===== config.mk =====
export PLATFORM = sky130hd
export DESIGN_NAME = radix_digit_emitter
export DESIGN_NICKNAME = d
export VERILOG_FILES = /design/src/rtl/rde_pkg.sv /design/src/rtl/radix_digit_emitter.sv /design/src/rtl/rde_ram.sv /design/src/rtl/rde_div_step.sv
export SDC_FILE = /design/constraint.sdc
export NUM_CORES = 1
export LEC_CHECK = 0
export BUFFER_PORTS_ARGS = -buffer_cell sky130_fd_sc_hd__buf_2
export CORE_ASPECT_RATIO = 0.5
export CORE_MARGIN = 4
export CORE_UTILIZATION = 40
export CTS_CLUSTER_SIZE = 28
export DETAILED_ROUTE_END_ITERATION = 6
export SYNTH_ARGS = -nofsm -noshare
export SYNTH_HDL_FRONTEND = slang
export SYNTH_HIERARCHICAL = 1
export SYNTH_SLANG_ARGS = --single-unit

===== constraint.sdc =====
create_clock -name clk -period 36.7 [get_ports clk]
set_input_delay 7.34 -clock clk [delete_from_list [all_inputs] [get_ports clk]]
set_output_delay 7.34 -clock clk [all_outputs]
set_load 0.02 [all_outputs]

===== src/rtl/rde_pkg.sv =====
// Shared constants, types and helpers for the radix digit emitter.
// No dependencies; imported by rde_div_step, rde_checker and the top level.
package rde_pkg;

  localparam int VALUE_BITS_DEF = 31;
  localparam int MAX_DIGITS_DEF = 31;
  localparam int DIGIT_W        = 4;
  localparam int STEP_BITS      = 8;
  localparam int OUT_TDATA_W    = 8;

  typedef logic [DIGIT_W-1:0] digit_t;

  localparam digit_t BASE_MIN = 4'd2;
  localparam digit_t BASE_MAX = 4'd10;

  function automatic digit_t clamp_base(input digit_t b);
    digit_t r;
    r = b;
    if (b < BASE_MIN) r = BASE_MIN;
    if (b > BASE_MAX) r = BASE_MAX;
    return r;
  endfunction

endpackage


===== src/rtl/radix_digit_emitter.sv =====
// Radix digit emitter: converts an unsigned integer to base 2..10 digits, MSB first.
// Each digit is formed in the shared divide slice, STEP_BITS value bits per pass; the digits
// then go through the digit store's read register and the output register, one digit per cycle
// while out_tready is high. New input is taken once the last digit is in the output register.
// Synchronous active-low reset clears control state; the digit store is not cleared.
// Depends on rde_pkg, rde_div_step, rde_ram.
module radix_digit_emitter
  import rde_pkg::*;
#(
  parameter int VALUE_BITS = rde_pkg::VALUE_BITS_DEF,
  parameter int MAX_DIGITS = rde_pkg::MAX_DIGITS_DEF,
  localparam int IN_W = ((VALUE_BITS + rde_pkg::DIGIT_W + 7) / 8) * 8
) (
  input  logic                            clk,
  input  logic                            rst_n,
  input  logic                            in_tvalid,
  output logic                            in_tready,
  input  logic [IN_W-1:0]                 in_tdata,   // value, base
  output logic                            out_tvalid,
  input  logic                            out_tready,
  output logic [rde_pkg::OUT_TDATA_W-1:0] out_tdata,  // digit
  output logic                            out_tlast
);

  localparam int PASSES = (VALUE_BITS + STEP_BITS - 1) / STEP_BITS;
  localparam int PAD_W  = PASSES * STEP_BITS;
  localparam int PASS_W = (PASSES > 1) ? $clog2(PASSES) : 1;
  localparam int CNT_W  = $clog2(MAX_DIGITS + 1);
  localparam int ADDR_W = (MAX_DIGITS > 1) ? $clog2(MAX_DIGITS) : 1;

  typedef enum logic [2:0] {
    ST_IDLE = 3'b001,
    ST_DIV  = 3'b010,
    ST_EMIT = 3'b100
  } state_t;

  state_t              state_r, state_nxt;
  logic [PAD_W-1:0]    work_r, work_nxt;
  digit_t              rem_r, rem_nxt;
  digit_t              radix_r, radix_nxt;
  logic [PASS_W-1:0]   pass_r, pass_nxt;
  logic [CNT_W-1:0]    cnt_r, cnt_nxt;
  logic [ADDR_W-1:0]   rd_idx_r, rd_idx_nxt;
  logic                issued_all_r, issued_all_nxt;
  logic                rdv_r, rdv_nxt;
  logic                rd_last_r, rd_last_nxt;
  logic                out_valid_r, out_valid_nxt;
  digit_t              out_digit_r, out_digit_nxt;
  logic                out_last_r, out_last_nxt;

  digit_t              rem_step;
  logic [STEP_BITS-1:0] q_step;
  logic [PAD_W-1:0]    work_sh;
  logic                digit_done;
  logic                wr_en;
  logic                issue;
  logic                load;
  digit_t              rd_data;

  rde_div_step #(.STEP(STEP_BITS)) u_div_step (
    .radix   (radix_r),
    .rem_in  (rem_r),
    .bits_in (work_r[PAD_W-1 -: STEP_BITS]),
    .rem_out (rem_step),
    .q_out   (q_step)
  );

  rde_ram #(.WIDTH(DIGIT_W), .DEPTH(MAX_DIGITS)) u_digit_store (
    .clk   (clk),
    .we    (wr_en),
    .waddr (cnt_r[ADDR_W-1:0]),
    .wdata (rem_step),
    .re    (issue),
    .raddr (rd_idx_r),
    .rdata (rd_data)
  );

  assign work_sh    = (work_r << STEP_BITS) | PAD_W'(q_step);
  assign digit_done = (state_r == ST_DIV) && (pass_r == PASS_W'(PASSES - 1));
  assign wr_en      = digit_done;
  assign load       = rdv_r && (!out_valid_r || out_tready);
  assign issue      = (state_r == ST_EMIT) && !issued_all_r && (!rdv_r || load);

  always_comb begin
    state_nxt      = state_r;
    work_nxt       = work_r;
    rem_nxt        = rem_r;
    radix_nxt      = radix_r;
    pass_nxt       = pass_r;
    cnt_nxt        = cnt_r;
    rd_idx_nxt     = rd_idx_r;
    issued_all_nxt = issued_all_r;
    rdv_nxt        = rdv_r;
    rd_last_nxt    = rd_last_r;
    out_valid_nxt  = out_valid_r;
    out_digit_nxt  = out_digit_r;
    out_last_nxt   = out_last_r;

    case (state_r)
      ST_IDLE: begin
        if (in_tvalid) begin
          work_nxt  = PAD_W'(in_tdata[VALUE_BITS-1:0]);
          radix_nxt = clamp_base(in_tdata[VALUE_BITS +: DIGIT_W]);
          rem_nxt   = '0;
          pass_nxt  = '0;
          cnt_nxt   = '0;
          state_nxt = ST_DIV;
        end
      end
      ST_DIV: begin
        work_nxt = work_sh;
        if (digit_done) begin
          rem_nxt  = '0;
          pass_nxt = '0;
          cnt_nxt  = cnt_r + 1'b1;
          if ((work_sh == '0) || (cnt_r == CNT_W'(MAX_DIGITS - 1))) begin
            rd_idx_nxt     = cnt_r[ADDR_W-1:0];
            issued_all_nxt = 1'b0;
            rdv_nxt        = 1'b0;
            state_nxt      = ST_EMIT;
          end
        end else begin
          rem_nxt  = rem_step;
          pass_nxt = pass_r + 1'b1;
        end
      end
      ST_EMIT: begin
        if (issue) begin
          rd_last_nxt = (rd_idx_r == '0);
          if (rd_idx_r == '0) issued_all_nxt = 1'b1;
          else                rd_idx_nxt     = rd_idx_r - 1'b1;
        end
        if (issue)     rdv_nxt = 1'b1;
        else if (load) rdv_nxt = 1'b0;
        if (load && rd_last_r) state_nxt = ST_IDLE;
      end
      default: state_nxt = ST_IDLE;
    endcase

    if (load) begin
      out_valid_nxt = 1'b1;
      out_digit_nxt = rd_data;
      out_last_nxt  = rd_last_r;
    end else if (out_tready) begin
      out_valid_nxt = 1'b0;
    end
  end

  always_ff @(posedge clk) begin
    if (!rst_n) begin
      state_r      <= ST_IDLE;
      pass_r       <= '0;
      cnt_r        <= '0;
      issued_all_r <= 1'b0;
      rdv_r        <= 1'b0;
      rd_last_r    <= 1'b0;
      out_valid_r  <= 1'b0;
    end else begin
      state_r      <= state_nxt;
      pass_r       <= pass_nxt;
      cnt_r        <= cnt_nxt;
      issued_all_r <= issued_all_nxt;
      rdv_r        <= rdv_nxt;
      rd_last_r    <= rd_last_nxt;
      out_valid_r  <= out_valid_nxt;
    end
  end

  always_ff @(posedge clk) begin
    work_r      <= work_nxt;
    rem_r       <= rem_nxt;
    radix_r     <= radix_nxt;
    rd_idx_r    <= rd_idx_nxt;
    out_digit_r <= out_digit_nxt;
    out_last_r  <= out_last_nxt;
  end

  assign in_tready  = (state_r == ST_IDLE);
  assign out_tvalid = out_valid_r;
  assign out_tdata  = OUT_TDATA_W'(out_digit_r);
  assign out_tlast  = out_last_r;

endmodule


===== src/rtl/rde_ram.sv =====
// Generic single-write, single-read RAM with registered read data.
// No dependencies.
module rde_ram #(
  parameter int WIDTH = 4,
  parameter int DEPTH = 31,
  localparam int AW = (DEPTH > 1) ? $clog2(DEPTH) : 1
) (
  input  logic             clk,
  input  logic             we,
  input  logic [AW-1:0]    waddr,
  input  logic [WIDTH-1:0] wdata,
  input  logic             re,
  input  logic [AW-1:0]    raddr,
  output logic [WIDTH-1:0] rdata
);

  logic [WIDTH-1:0] mem [DEPTH];
  logic [WIDTH-1:0] rdata_r;

  always_ff @(posedge clk) begin
    if (we) mem[waddr] <= wdata;
    if (re) rdata_r <= mem[raddr];
  end

  assign rdata = rdata_r;

endmodule


===== src/rtl/rde_div_step.sv =====
// Shared divide slice: STEP restoring-division steps by a small radix.
// Depends on rde_pkg.
module rde_div_step #(
  parameter int STEP = 8
) (
  input  rde_pkg::digit_t  radix,
  input  rde_pkg::digit_t  rem_in,
  input  logic [STEP-1:0]  bits_in,
  output rde_pkg::digit_t  rem_out,
  output logic [STEP-1:0]  q_out
);
  import rde_pkg::*;

  always_comb begin
    logic [DIGIT_W:0] part;
    digit_t           r;
    r     = rem_in;
    q_out = '0;
    for (int i = STEP - 1; i >= 0; i--) begin
      part = {r, bits_in[i]};
      if (part >= {1'b0, radix}) begin
        part     = part - {1'b0, radix};
        q_out[i] = 1'b1;
      end
      r = part[DIGIT_W-1:0];
    end
    rem_out = r;
  end

endmodule


==> results.tsv <==
metric	value	unit
cp_top_family	compound AO/OA/AOI/OAI gates	
final_antenna_net_count	0	
rows	40	
root_buffer	clkbuf_16	
grt_pass1_wl	34700	um
critPathKind	reg -> reg	
drt_pass1_iterations	5	
cts_resized	0	
syn2layout_area_growth	11.6	%
coreArea	0.0244	mm^2
yosysSeqAreaShare	55.7	%
yosys_register_bits	192	
clock_path_buffers	2	
portBuffers	45	
grt_use_total	15.8	%
fin_setup_tns	0	ns
drt_wl_total	22100	um
antenna_cells	0	
overflow	0	
die_h	120	um
final_cell_mix	178 x edfxtp_1, 118 x nand2_1, 65 x nor2_1	
synth_area	0.0101	mm^2
slew_violations	0	
arrival	16.55	ns
cts_setup_buffers	0	
cp_common_cell	ha_1	
async_reset_ff_share	0	%
place_congestion	0.895	
grtUsageMet1	21.7	%
clk_pin_slew	0.07	ns
setup_viol	0	
start_util	41.4	%
finalHoldViolations	0	
min_period_over_period	44.8	%
cts.sinks	192	
cp-end-kind	flop	
placed_cells	1188	
initialDrtViolationCount	441	
vias_per_cell	5.41	
synth_top_area_share	52.9	%
synth_edf_count	178	
maxCapViolCount	0	
grtUsageMet3	3.55	%
rsz0062_at_grt	false	
hp-class	reg -> reg	
clk_latency	0.44	ns
postCtsHoldBufs	0	
finClkSkew	0.00920	ns
grt_max_degree	40	
synth_warnings	6	
drive_gt1_share	16.2	%
met2_usage	26.0	%
stdcell_count	1220	
crit_path_max_incr_delay	0.71	ns
tightest_slew	0.864	ns
ys_top_cells_by_area	edfxtp_1 53%, ha_1 4.6%, nand2_1 4.4%	
slowest_stage	edfxtp_1	
cp_num_buf_inv	9	
synthCells	828	
design.portCount	55	
fmax	0.0609	GHz
cts_tree	built	
vias	6606	
cts_buffers	17	
startpoint_type	flop	
remaining_drc_errors	0	
relSlewSlack	42.3	%
status	complete, no violations	
critPathMaxFanout	10	
finalCriticalPeriod	16.43	ns
layout.nets	960	
hpwl	15400	um
dieArea	0.0280	mm^2
final_common_cell	edfxtp_1	
synth_flop_cell	edfxtp_1	
cp.required	36.82	ns
synth_top_cell_by_area	edfxtp_1	
avgSynthCellArea	12.2	um^2
synthDistinctLibCells	91	
antenna_found_initial	0	
wl_per_cell	18.1	um
grt_pass1_vias	6473	
die_w	233	um
grt-busiest-layer	met2	
h-tree-depth	4	
[through the flow]
stage	worst slack, ns	hold WS (ns)	util [%]	cell area [um^2]
after floorplan	22.94	0.400	-	10100
after global placement	20.46	0.407	43.6	10600
after detailed placement	20.32	0.406	43.6	10600
after CTS	20.16	0.421	46.1	11300
after global routing	18.84	0.441	46.1	11300
final	20.27	0.419	46.1	11300
[Yosys cell counts, types with 9 or more instances]
cell type and n:
a21oi_1 24, inv_1 42, xnor2_1 10, clkbuf_1 14, nor2b_1 17, dfxtp_1 14, nor2_1 65, ha_1 37
edfxtp_1 178, mux2i_1 31, a21o_1 10, nand2b_1 11, nor3_1 9, o21ai_0 23, xor2_1 10, and2_1 13
a22oi_1 9, nand3_1 9, mux2_2 9, nand2_1 118
[final cells by class]
cell class	instances	area, um^2
Fill cell	2229	13200
Sequential cell	192	5630
Multi-Input combinational cell	562	4140
Clock buffer	18	429
Tap cell	336	420
Timing Repair Buffer	53	285
Clock inverter	14	201
Inverter	45	169
[worst register-to-register path: cells and delay by family, from the launching register on]
family | cells | cell delay, ns
buffers and inverters | 9 | 1.38
flip-flops | 1 | 0.71
adder cells (fa/ha/maj) | 8 | 2.69
AND/OR/NAND/NOR | 14 | 2.91
multiplexers | 1 | 0.34
AO/OA/AOI/OAI | 35 | 8.10
[path summary, 6_finish.rpt]
kind | startpoint | end | slack, ns | depth (start not counted)
hold reg to reg | u_digit_store/rdata[0] | out_digit_r[0] | 0.42 | 0
hold / removal | u_digit_store/rdata[0] | out_digit_r[0] | 0.42 | 0
setup reg to reg | radix_r[1] | rd_idx_r[1] | 20.27 | 67
setup / recovery | radix_r[1] | rd_idx_r[1] | 20.27 | 67
[layer usage]
layer  vias up  wire, um
met5         -         0
met4         0       276
met3        19       880
met2       151     10500
met1      3284     10500
li1       3152         -
[logic make-up (layout without fill, tap and decap cells)]
family / count (synthesis) / in the layout / share of synthesized area [%]
AOI/OAI and AO/OA: 143 / 143 / 11.0
and+or+nand+nor: 295 / 295 / 14.5
muxes: 55 / 55 / 7.35
xor gates and xnor gates: 20 / 20 / 1.73
adders and majority gates: 45 / 45 / 6.17
other: 1 / 4 / 0.0371
buffers and inverters: 77 / 130 / 3.49
DFF: 192 / 192 / 55.7
[state kept, by name, indices dropped and copies added, names as in the netlist, 2 cells and up]
register / count
rd_idx_r: 5
work_r: 32
out_digit_r: 4
state_r: 3
cnt_r: 5
u_digit_store/rdata: 4
rem_r: 4
u_digit_store/mem: 124
radix_r: 4
pass_r: 2
Power is left out: the tool's default activity adds up to more than one toggle a clock period on the data nets, which glitch-free logic cannot reach.
